--- src/rtl/sssd_pkg.sv ---
// shared types and constants of the sliced sparse stream decoder
package sssd_pkg;

    localparam int WORD_BITS  = 16;
    localparam int FIELD_BITS = 32;
    localparam int CFG_IDX_BITS = 2;

    // configuration register indexes
    localparam logic [CFG_IDX_BITS-1:0] CFG_TRANSPOSED = 2'd0;
    localparam logic [CFG_IDX_BITS-1:0] CFG_DST_LENGTH = 2'd1;

    // command kinds
    localparam logic KIND_CLEAR = 1'b0;
    localparam logic KIND_ACCUM = 1'b1;

    // position in the matrix stream
    typedef enum logic [2:0] {
        PH_COUNT   = 3'd0,
        PH_PAD     = 3'd1,
        PH_ROWS_LO = 3'd2,
        PH_ROWS_HI = 3'd3,
        PH_COEF_LO = 3'd4,
        PH_COEF_HI = 3'd5,
        PH_DELTA   = 3'd6,
        PH_ROW     = 3'd7
    } phase_t;

    // one outgoing command
    typedef struct packed {
        logic                  kind;
        logic [FIELD_BITS-1:0] dst_index;
        logic [FIELD_BITS-1:0] src_index;
        logic [FIELD_BITS-1:0] clear_count;
    } cmd_t;

endpackage

--- src/rtl/sssd_if.sv ---
// handshake channel interfaces of the sliced sparse stream decoder

// matrix stream words
interface sssd_word_if;
    logic                           valid;
    logic                           ready;
    logic [sssd_pkg::WORD_BITS-1:0] word;

    modport source (output valid, output word, input ready);
    modport sink   (input valid, input word, output ready);
endinterface

// clear and accumulate commands
interface sssd_cmd_if;
    logic                            valid;
    logic                            ready;
    logic                            kind;
    logic [sssd_pkg::FIELD_BITS-1:0] dst_index;
    logic [sssd_pkg::FIELD_BITS-1:0] src_index;
    logic [sssd_pkg::FIELD_BITS-1:0] clear_count;

    modport source (output valid, output kind, output dst_index, output src_index,
                    output clear_count, input ready);
    modport sink   (input valid, input kind, input dst_index, input src_index,
                    input clear_count, output ready);
endinterface

// configuration register writes
interface sssd_cfg_if;
    logic                              valid;
    logic                              ready;
    logic [sssd_pkg::CFG_IDX_BITS-1:0] index;
    logic [sssd_pkg::FIELD_BITS-1:0]   data;

    modport source (output valid, output index, output data, input ready);
    modport sink   (input valid, input index, input data, output ready);
endinterface

--- src/rtl/sliced_sparse_stream_decoder.sv ---
// top level of the sliced sparse stream decoder
//
// Decodes the 16-bit word stream of a row-sliced sparse matrix (slice count, pad word,
// then per slice a 32-bit row count and coefficient count sent low half first, then
// column delta / row pairs) into clear and accumulate commands. One word is taken per
// cycle unless stalled: each request updates the decode state and, where it produces a
// command, loads the single output register, which can be drained in the same cycle a
// new word enters. A command is output in the cycle after the word that causes it. Row
// base and column are INDEX_BITS wide and wrap at that width; indices are zero-extended
// to 32 bits. Configuration writes take effect at once and are always accepted.
module sliced_sparse_stream_decoder #(
    parameter int INDEX_BITS = 32
) (
    input  logic      clk,
    input  logic      rst_n,
    sssd_word_if.sink   stream,
    sssd_cmd_if.source  cmd,
    sssd_cfg_if.sink    cfg
);
    import sssd_pkg::*;

    localparam int IW = INDEX_BITS;

    // configuration
    logic                  transposed_reg;
    logic [FIELD_BITS-1:0] dst_length_reg;

    // decode state
    phase_t                phase_reg,       phase_next;
    logic [WORD_BITS-1:0]  slices_left_reg, slices_left_next;
    logic [IW-1:0]         row_base_reg,    row_base_next;
    logic [IW-1:0]         column_reg,      column_next;
    logic [FIELD_BITS-1:0] coeffs_left_reg, coeffs_left_next;
    logic [FIELD_BITS-1:0] slice_rows_reg,  slice_rows_next;
    logic [WORD_BITS-1:0]  low_half_reg,    low_half_next;

    // result register
    logic                  res_valid_reg;
    cmd_t                  res_reg;
    logic                  emit;
    cmd_t                  res_next;

    logic                  accept;
    logic [IW-1:0]         row_sum;
    logic [WORD_BITS-1:0]  slices_dec;
    logic [FIELD_BITS-1:0] coeffs_dec;
    logic [FIELD_BITS-1:0] word_pair;

    assign stream.ready = !res_valid_reg || cmd.ready;
    assign accept       = stream.valid && stream.ready;
    assign cfg.ready    = 1'b1;

    assign row_sum    = row_base_reg + IW'(stream.word);
    assign slices_dec = slices_left_reg - WORD_BITS'(1);
    assign coeffs_dec = coeffs_left_reg - FIELD_BITS'(1);
    assign word_pair  = {stream.word, low_half_reg};

    // configuration writes
    always_ff @(posedge clk or negedge rst_n)
    begin
        if (!rst_n)
        begin
            transposed_reg <= 1'b0;
            dst_length_reg <= '0;
        end
        else if (cfg.valid && cfg.ready)
        begin
            case (cfg.index)
                CFG_TRANSPOSED: transposed_reg <= cfg.data[0];
                CFG_DST_LENGTH: dst_length_reg <= cfg.data;
                default: ;
            endcase
        end
    end

    // next decode state
    always_comb
    begin
        phase_next       = phase_reg;
        slices_left_next = slices_left_reg;
        row_base_next    = row_base_reg;
        column_next      = column_reg;
        coeffs_left_next = coeffs_left_reg;
        slice_rows_next  = slice_rows_reg;
        low_half_next    = low_half_reg;
        case (phase_reg)
            PH_COUNT:
            begin
                slices_left_next = stream.word;
                row_base_next    = '0;
                column_next      = '0;
                phase_next       = PH_PAD;
            end
            PH_PAD:
            begin
                phase_next = (slices_left_reg != '0) ? PH_ROWS_LO : PH_COUNT;
            end
            PH_ROWS_LO:
            begin
                low_half_next = stream.word;
                phase_next    = PH_ROWS_HI;
            end
            PH_ROWS_HI:
            begin
                slice_rows_next = word_pair;
                phase_next      = PH_COEF_LO;
            end
            PH_COEF_LO:
            begin
                low_half_next = stream.word;
                phase_next    = PH_COEF_HI;
            end
            PH_COEF_HI:
            begin
                coeffs_left_next = word_pair;
                column_next      = '0;
                if (word_pair == '0)
                begin
                    // empty slice ends at once
                    row_base_next    = row_base_reg + slice_rows_reg[IW-1:0];
                    slices_left_next = slices_dec;
                    phase_next       = (slices_dec != '0) ? PH_ROWS_LO : PH_COUNT;
                end
                else
                begin
                    phase_next = PH_DELTA;
                end
            end
            PH_DELTA:
            begin
                column_next = column_reg + IW'(stream.word);
                phase_next  = PH_ROW;
            end
            PH_ROW:
            begin
                coeffs_left_next = coeffs_dec;
                if (coeffs_dec == '0)
                begin
                    row_base_next    = row_base_reg + slice_rows_reg[IW-1:0];
                    slices_left_next = slices_dec;
                    phase_next       = (slices_dec != '0) ? PH_ROWS_LO : PH_COUNT;
                end
                else
                begin
                    phase_next = PH_DELTA;
                end
            end
            default:
            begin
                phase_next = PH_COUNT;
            end
        endcase
    end

    // command produced by the current word
    always_comb
    begin
        emit     = 1'b0;
        res_next = '0;
        case (phase_reg)
            PH_COUNT:
            begin
                if (transposed_reg)
                begin
                    emit                 = 1'b1;
                    res_next.kind        = KIND_CLEAR;
                    res_next.clear_count = dst_length_reg;
                end
            end
            PH_ROWS_HI:
            begin
                if (!transposed_reg)
                begin
                    emit                 = 1'b1;
                    res_next.kind        = KIND_CLEAR;
                    res_next.dst_index   = FIELD_BITS'(row_base_reg);
                    res_next.clear_count = word_pair;
                end
            end
            PH_ROW:
            begin
                emit          = 1'b1;
                res_next.kind = KIND_ACCUM;
                if (transposed_reg)
                begin
                    res_next.dst_index = FIELD_BITS'(column_reg);
                    res_next.src_index = FIELD_BITS'(row_sum);
                end
                else
                begin
                    res_next.dst_index = FIELD_BITS'(row_sum);
                    res_next.src_index = FIELD_BITS'(column_reg);
                end
            end
            default:
            begin
                emit = 1'b0;
            end
        endcase
    end

    // decode state registers
    always_ff @(posedge clk or negedge rst_n)
    begin
        if (!rst_n)
        begin
            phase_reg       <= PH_COUNT;
            slices_left_reg <= '0;
            row_base_reg    <= '0;
            column_reg      <= '0;
            coeffs_left_reg <= '0;
            slice_rows_reg  <= '0;
            low_half_reg    <= '0;
        end
        else if (accept)
        begin
            phase_reg       <= phase_next;
            slices_left_reg <= slices_left_next;
            row_base_reg    <= row_base_next;
            column_reg      <= column_next;
            coeffs_left_reg <= coeffs_left_next;
            slice_rows_reg  <= slice_rows_next;
            low_half_reg    <= low_half_next;
        end
    end

    // output register valid
    always_ff @(posedge clk or negedge rst_n)
    begin
        if (!rst_n)
        begin
            res_valid_reg <= 1'b0;
        end
        else if (accept)
        begin
            res_valid_reg <= emit;
        end
        else if (cmd.ready)
        begin
            res_valid_reg <= 1'b0;
        end
    end

    // output register payload
    always_ff @(posedge clk)
    begin
        if (accept && emit)
        begin
            res_reg <= res_next;
        end
    end

    assign cmd.valid       = res_valid_reg;
    assign cmd.kind        = res_reg.kind;
    assign cmd.dst_index   = res_reg.dst_index;
    assign cmd.src_index   = res_reg.src_index;
    assign cmd.clear_count = res_reg.clear_count;

endmodule
--- src/flat_wrapper.sv ---
// flat-port wrapper written by rule: the top's interface ports become plain ports
module sliced_sparse_stream_decoder_flat import sssd_pkg::*;
#(
    parameter int INDEX_BITS = 32
)
  (clk, rst_n, stream_valid, stream_word, stream_ready, cmd_valid, cmd_kind, cmd_dst_index, cmd_src_index, cmd_clear_count, cmd_ready, cfg_valid, cfg_index, cfg_data, cfg_ready);
  sssd_word_if stream_i ();
  sssd_cmd_if cmd_i ();
  sssd_cfg_if cfg_i ();
  input  logic clk;
  input  logic rst_n;
  input wire logic [$bits(stream_i.valid)-1:0] stream_valid;
  input wire logic [$bits(stream_i.word)-1:0] stream_word;
  output wire logic [$bits(stream_i.ready)-1:0] stream_ready;
  output wire logic [$bits(cmd_i.valid)-1:0] cmd_valid;
  output wire logic [$bits(cmd_i.kind)-1:0] cmd_kind;
  output wire logic [$bits(cmd_i.dst_index)-1:0] cmd_dst_index;
  output wire logic [$bits(cmd_i.src_index)-1:0] cmd_src_index;
  output wire logic [$bits(cmd_i.clear_count)-1:0] cmd_clear_count;
  input wire logic [$bits(cmd_i.ready)-1:0] cmd_ready;
  input wire logic [$bits(cfg_i.valid)-1:0] cfg_valid;
  input wire logic [$bits(cfg_i.index)-1:0] cfg_index;
  input wire logic [$bits(cfg_i.data)-1:0] cfg_data;
  output wire logic [$bits(cfg_i.ready)-1:0] cfg_ready;
  assign stream_i.valid = stream_valid;
  assign stream_i.word = stream_word;
  assign stream_ready = stream_i.ready;
  assign cmd_valid = cmd_i.valid;
  assign cmd_kind = cmd_i.kind;
  assign cmd_dst_index = cmd_i.dst_index;
  assign cmd_src_index = cmd_i.src_index;
  assign cmd_clear_count = cmd_i.clear_count;
  assign cmd_i.ready = cmd_ready;
  assign cfg_i.valid = cfg_valid;
  assign cfg_i.index = cfg_index;
  assign cfg_i.data = cfg_data;
  assign cfg_ready = cfg_i.ready;
  sliced_sparse_stream_decoder #(.INDEX_BITS(INDEX_BITS)) u_core (.clk(clk), .rst_n(rst_n), .stream(stream_i), .cmd(cmd_i), .cfg(cfg_i));
endmodule
--- config.mk ---
export PLATFORM = sky130hd
export DESIGN_NAME = sliced_sparse_stream_decoder_flat
export DESIGN_NICKNAME = d
export VERILOG_FILES = /design/src/rtl/sssd_pkg.sv /design/src/rtl/sssd_if.sv /design/src/rtl/sliced_sparse_stream_decoder.sv /design/src/flat_wrapper.sv
export SDC_FILE = /design/constraint.sdc
export NUM_CORES = 1
export LEC_CHECK = 0
export BUFFER_PORTS_ARGS = -buffer_cell sky130_fd_sc_hd__buf_2
export CAP_MARGIN = 20
export CORE_MARGIN = 10
export CORE_UTILIZATION = 30
export DETAILED_ROUTE_END_ITERATION = 16
export PLACE_DENSITY = 0.57
export SETUP_SLACK_MARGIN = 0.2
export SLEW_MARGIN = 15
export SYNTH_ARGS = -nofsm -noshare
export SYNTH_HDL_FRONTEND = slang
export SYNTH_SLANG_ARGS = --single-unit
--- constraint.sdc ---
create_clock -name clk -period 7.74 [get_ports clk]
set_clock_uncertainty 0.15 [all_clocks]
set_input_delay 1.548 -clock clk [delete_from_list [all_inputs] [get_ports clk]]
set_output_delay 1.548 -clock clk [all_outputs]
set_load 0.02 [all_outputs]
; ---- Yosys cells after proc, flatten, opt, wreduce, memory -nomap -nowiden
; Index checks and enable logic that the tools add are counted.
[totals]
reg_bits = 294
inputBits = 55
out_inout_bits = 100
wordCells = 77
[op_classes]
addsub = 5
n_eq_ne = 10
mux = 25
reduce_logical = 23
[op_table]
columns = op, count
row1 = 32-bit one-hot mux with 2 select lines, 4
row2 = 32-bit two-way mux, 5
row3 = 32-bit one-hot mux with 3 select lines, 1
row4 = 32-bit by 16-bit adder with 32-bit output, 2
row5 = 32-bit logical NOT, 2
row6 = 64-bit two-way mux, 1
row7 = 16-bit one-hot mux with 3 select lines, 1
row8 = 32-bit adder, 1
row9 = 16-bit two-way mux, 2
row10 = 16-bit nonzero test, 2
row11 = "32-bit by 1-bit subtractor with 32-bit output, second input constant", 1
row12 = 3-bit one-hot mux with 8 select lines, 1
row13 = "16-bit by 1-bit subtractor with 16-bit output, second input constant", 1
row14 = "3-bit equality test, second input constant", 4
row15 = 2-bit AND reduction, 6
row16 = "3-bit by 2-bit equality test with 1-bit output, second input constant", 2
row17 = 3-bit two-way mux, 2
row18 = 2-bit nonzero test, 3
row19 = 1-bit two-way mux, 4
row20 = 2-bit two-way mux, 2
row21 = "2-bit by 1-bit inequality test with 1-bit output, second input constant", 2
row22 = 4-bit AND reduction, 1
row23 = 2-bit OR reduction, 2
row24 = "3-bit by 1-bit equality test with 1-bit output, second input constant", 1
row25 = 9 further kinds, 10

; ---- Longest topological paths before layout
[logic_depth]
ltp_word = 5
mapped_depth = 14
depth_no_buf = 12

; ---- Worst setup path after synthesis
; Ideal clock, no wire load.
[synth_path]
path_type = input to register
start = input cmd_ready
end = register u_core.res_reg, in the netlist u_core.cmd.clear_count[0] (enable)
setup_ns = 0.553
arrival_ns = 6.089
required_time_ns = 7.037
path_slack_ns = 0.948
path_stages = 3
path_buffers = 0
path_cell_list = nand2b_1 nand2_1 nor2_1
[synth_between]
elab_chain_cells = 3
[synth_rtl]
columns = element, line
row1 = from (decl), flat_wrapper.sv:20  ; input wire logic [$bits(cmd_i.ready)-1:0] cmd_ready;
row2 = 1-bit logical OR, sliced_sparse_stream_decoder.sv:49  ; assign stream.ready = !res_valid_reg || cmd.ready;
row3 = 1-bit logical AND, sliced_sparse_stream_decoder.sv:50  ; assign accept = stream.valid && stream.ready;
row4 = 1-bit logical AND, sliced_sparse_stream_decoder.sv:247  ; if (accept && emit)
row5 = to (signal assigned), sliced_sparse_stream_decoder.sv:249  ; res_reg <= res_next;
row6 = to (decl), sliced_sparse_stream_decoder.sv:39  ; cmd_t res_reg;
; No other way between the ends.
; A chain may end at the register's enable or synchronous reset.

; ---- Final worst setup path
[layout_path]
start = input stream_word[0]
end = register u_core.column_reg[16]
[layout_between]
elab_chain_cells = 2
[layout_rtl]
columns = element, line
row1 = from (decl), flat_wrapper.sv:13  ; input wire logic [$bits(stream_i.word)-1:0] stream_word;
row2 = 32-bit by 16-bit adder with 32-bit output, sliced_sparse_stream_decoder.sv:131  ; column_next = column_reg + IW'(stream.word);
row3 = 32-bit one-hot mux with 2 select lines, sliced_sparse_stream_decoder.sv:86  ; case (phase_reg)
row4 = to (signal assigned), sliced_sparse_stream_decoder.sv:220  ; column_reg <= column_next;
row5 = to (decl), sliced_sparse_stream_decoder.sv:32  ; logic [IW-1:0] column_reg, column_next;
; No other way between the ends.

==> impl_metrics.py <==
metrics = {
    "run_status": {
        "status": "complete, no violations",
    },
    "final_layout": {
        "stdcell_count": 2647,
        "final_nets": 1979,
        "fill_cells": 5777,
        "mostFrequentLayoutCells": "sky130_fd_sc_hd__dfrtp_1, sky130_fd_sc_hd__buf_2, sky130_fd_sc_hd__nand2_1",
        "area_growth_pct": 15.1,
        "layout.cells.most_common": "sky130_fd_sc_hd__dfrtp_1",
        "reg_area_um2": 7850,
        "multiInputGateArea_um2": 8950,
        "drive_gt1_share_pct": 18.3,
    },
    "routing": {
        "drt_iter0_drc": 1092,
        "vias_per_cell": 5.45,
        "drt_drc_violations_left": 0,
        "detail-route-antenna-nets": 0,
        "route.final.wire_length_um": 54600,
        "firstDrtPassIters": 5,
        "route.vias.total": 14435,
        "post_drt_wl_per_cell_um": 20.6,
    },
    "setup_path": {
        "highest_cell_delay_on_the_worst_timing_path_ns": 0.60,
        "worst_path_dominant_cell_family": "compound AO/OA/AOI/OAI gates",
        "critical_path_required_ns": 8.01,
        "path_buf_inv": 1,
        "timing.critical_path.slowest_stage_cell": "sky130_fd_sc_hd__a21boi_0",
        "worstRegToRegCells": 13,
        "timing.critical_path.arrival_ns": 4.91,
        "critical_path_depth": 12,
        "path_max_fanout": 9,
        "cp-end-kind": "flip-flop",
        "critPathKind": "in -> reg",
        "crit_path_cell_trace": "buf_2 > ha_1 > fa_1 > a21oi_1 > o21bai_1 > a211oi_1 > o21ai_0 > nand3_1 > a21boi_0 > nor2_1 > or3_1 > a32o_1",
        "critPathLaunchType": "primary input",
    },
    "clocking": {
        "cts_inserted_buffers": 35,
        "clockBufferDepth": 3,
        "holdBufCountCts": 0,
        "cts_tree": "yes",
        "clock_insertion_delay_worst_skew_ns": 0.54,
        "cts.htree.levels": 2,
        "cts_repair_resize_count": 0,
        "post_cts.repair.setup_buffers": 0,
        "cts.sink_count": 294,
        "clkSlewWorstSetupHoldPaths_ns": 0.07,
        "root_buffer": "sky130_fd_sc_hd__clkbuf_16",
    },
    "place": {
        "place.detailed.instances": 2580,
        "dp_worst_setup_slack_ns": 2.60,
        "globalplace.congestion": 0.882,
        "port_buffers": 153,
        "dp.final_hpwl_um": 38000,
    },
    "global_routing": {
        "antenna_found_initial": 12,
        "grt_max_degree": 91,
        "wire_length_of_the_first_global_routing_pass_um": 83500,
        "grt_pass1_vias": 13920,
        "grt.total_usage_pct": 15.6,
        "grt.overflow.total": 0,
    },
    "flow_run": {
        "drv.max_cap_violation_count": 0,
    },
    "power_and_ir_drop": {
        "power.static_leakage_nw": 8.16,
        "power.ir.vdd_worst_mv": 0.161,
        "power_per_cell_area_nw_per_um2": 389,
    },
    "worst_hold_path": {
        "holdPathStages": 1,
        "hold_path.class": "reg -> reg",
    },
    "timing": {
        "slew_violations": 0,
        "final.setup.worst_slack_ns": 3.10,
        "setup_tns_ns": 0,
        "rsz0062_at_grt": "no",
        "max_freq_ghz": 0.216,
        "timing_worst_slew_pin_value_ns": 1.16,
        "hold_viol": 0,
        "timing.max_slew.rel_slack_pct": 22.4,
        "setup_viol_count_final": 0,
        "final.hold.worst_slack_ns": 0.356,
        "layout_min_cycle_time_ns": 4.64,
        "layout_worst_path_cycle_share_pct": 59.9,
    },
    "logic_synthesis": {
        "synth_edf_count": 97,
        "most_area_consuming_cells_after_synthesis": "sky130_fd_sc_hd__dfrtp_1, sky130_fd_sc_hd__edfxtp_1, sky130_fd_sc_hd__mux2_2",
        "ys_dominant_reg_cell": "sky130_fd_sc_hd__dfrtp_1",
        "ys.warnings.count": 0,
        "post_synth_inst_count": 1743,
        "synth.lib_cells_used.distinct": 85,
        "synth.ff_latch_count": 294,
        "synth_area_leader_cell": "sky130_fd_sc_hd__dfrtp_1",
        "yosysTopAreaCellShare_pct": 28.4,
        "synth.cell_area_um2": 17300,
        "asyncSetResetFlopFracSynth_pct": 67.0,
        "synthesized_area_per_cell_um2": 9.95,
        "synth_seq_area_share_pct": 45.2,
        "mappedNetlistNets": 1869,
    },
    "die": {
        "initial_utilization_pct": 30.2,
        "die_w_um": 260,
        "io-pin-count": 155,
        "row_count": 88,
        "die_h_um": 260,
        "design.core.area_um2": 57500,
        "die_area_um2": 67800,
    },
}
-- routing by layer --
metal | vias up | wire, um | GRT usage [%]
li1 | 6722 | - | -
met1 | 7122 | 23600 | 20.1
met2 | 460 | 25500 | 25.5
met3 | 117 | 3310 | 3.00
met4 | 14 | 2130 | 6.22
met5 | - | 81 | 0
-- power by group --
group          switching [mW]  total, mW  internal [mW]
clock                   0.664       1.64          0.975
combinational            2.04       3.32           1.28
sequential              0.648       2.81           2.16
total                    3.35       7.76           4.41
-- final timing paths --
path,startpoint,to,slack [ns]
worst min-delay path,u_core.dst_length_reg[4],u_core.dst_length_reg[4],0.36
max in group asynchronous,rst_n,u_core.transposed_reg,5.08
min in group asynchronous,rst_n,u_core.column_reg[29],0.96
worst min register to register,u_core.dst_length_reg[4],u_core.dst_length_reg[4],0.36
worst max-delay path,stream_word[0],u_core.column_reg[16],3.10
worst max register to register,u_core.coeffs_left_reg[0],u_core.row_base_reg[27],3.11
-- through the flow --
step                util [%]  total power [mW]  area (um2)
finish                  34.7              7.76       20000
global route            34.7              8.30       20000
CTS                     34.7              7.79       19900
detailed placement      32.8              6.12       18800
global placement        32.8              6.03       18800
floorplan                  -              5.11       17300
-- Yosys cell counts, types with 8 or more instances --
| library cell | n |
|---|---|
| sky130_fd_sc_hd__xnor2_1 | 60 |
| sky130_fd_sc_hd__mux2i_1 | 26 |
| sky130_fd_sc_hd__buf_1 | 8 |
| sky130_fd_sc_hd__and2_1 | 13 |
| sky130_fd_sc_hd__nand2_1 | 150 |
| sky130_fd_sc_hd__a22o_1 | 50 |
| sky130_fd_sc_hd__o31ai_2 | 14 |
| sky130_fd_sc_hd__nand2b_1 | 20 |
| sky130_fd_sc_hd__o21ai_0 | 145 |
| sky130_fd_sc_hd__nor2_1 | 114 |
| sky130_fd_sc_hd__nor4_1 | 22 |
| sky130_fd_sc_hd__a22oi_1 | 25 |
| sky130_fd_sc_hd__o21a_1 | 8 |
| sky130_fd_sc_hd__a211oi_1 | 14 |
| sky130_fd_sc_hd__o31ai_1 | 13 |
| sky130_fd_sc_hd__o21bai_1 | 8 |
| sky130_fd_sc_hd__a31oi_1 | 13 |
| sky130_fd_sc_hd__nor3_1 | 40 |
| sky130_fd_sc_hd__mux2_2 | 82 |
| sky130_fd_sc_hd__nand4_1 | 15 |
| sky130_fd_sc_hd__edfxtp_1 | 97 |
| sky130_fd_sc_hd__a21o_1 | 24 |
| sky130_fd_sc_hd__nor2b_1 | 10 |
| sky130_fd_sc_hd__xor2_1 | 28 |
| sky130_fd_sc_hd__clkbuf_1 | 80 |
| sky130_fd_sc_hd__or3_1 | 17 |
| sky130_fd_sc_hd__a21oi_1 | 126 |
| sky130_fd_sc_hd__o211ai_1 | 8 |
| sky130_fd_sc_hd__o21ai_1 | 14 |
| sky130_fd_sc_hd__inv_1 | 36 |
| sky130_fd_sc_hd__and3_1 | 17 |
| sky130_fd_sc_hd__ha_1 | 68 |
| sky130_fd_sc_hd__dfrtp_1 | 197 |
| sky130_fd_sc_hd__nand3_1 | 45 |
-- layout make-up --
| type | instances | share of cell area [%] |
|---|---|---|
| Clock inverter | 16 | 0.915 |
| Tap cell | 765 | 4.79 |
| Antenna cell | 5 | 0.0627 |
| Timing Repair Buffer | 175 | 4.74 |
| Sequential cell | 294 | 39.3 |
| Multi-Input combinational cell | 1310 | 44.9 |
| Clock buffer | 45 | 4.63 |
| Inverter | 37 | 0.696 |
-- logic make-up after synthesis --
kind of cell	after synthesis	synth area share, %
AO/OA/AOI/OAI	529	20.0
flip-flops	294	45.2
XOR/XNOR	88	4.45
buffers and inverters	139	3.28
other	1	0.0216
AND/OR/NAND/NOR	513	14.9
multiplexers	108	6.83
adder cells (fa/ha/maj)	71	5.25
Note: power is estimated with default switching activity, not from simulation.
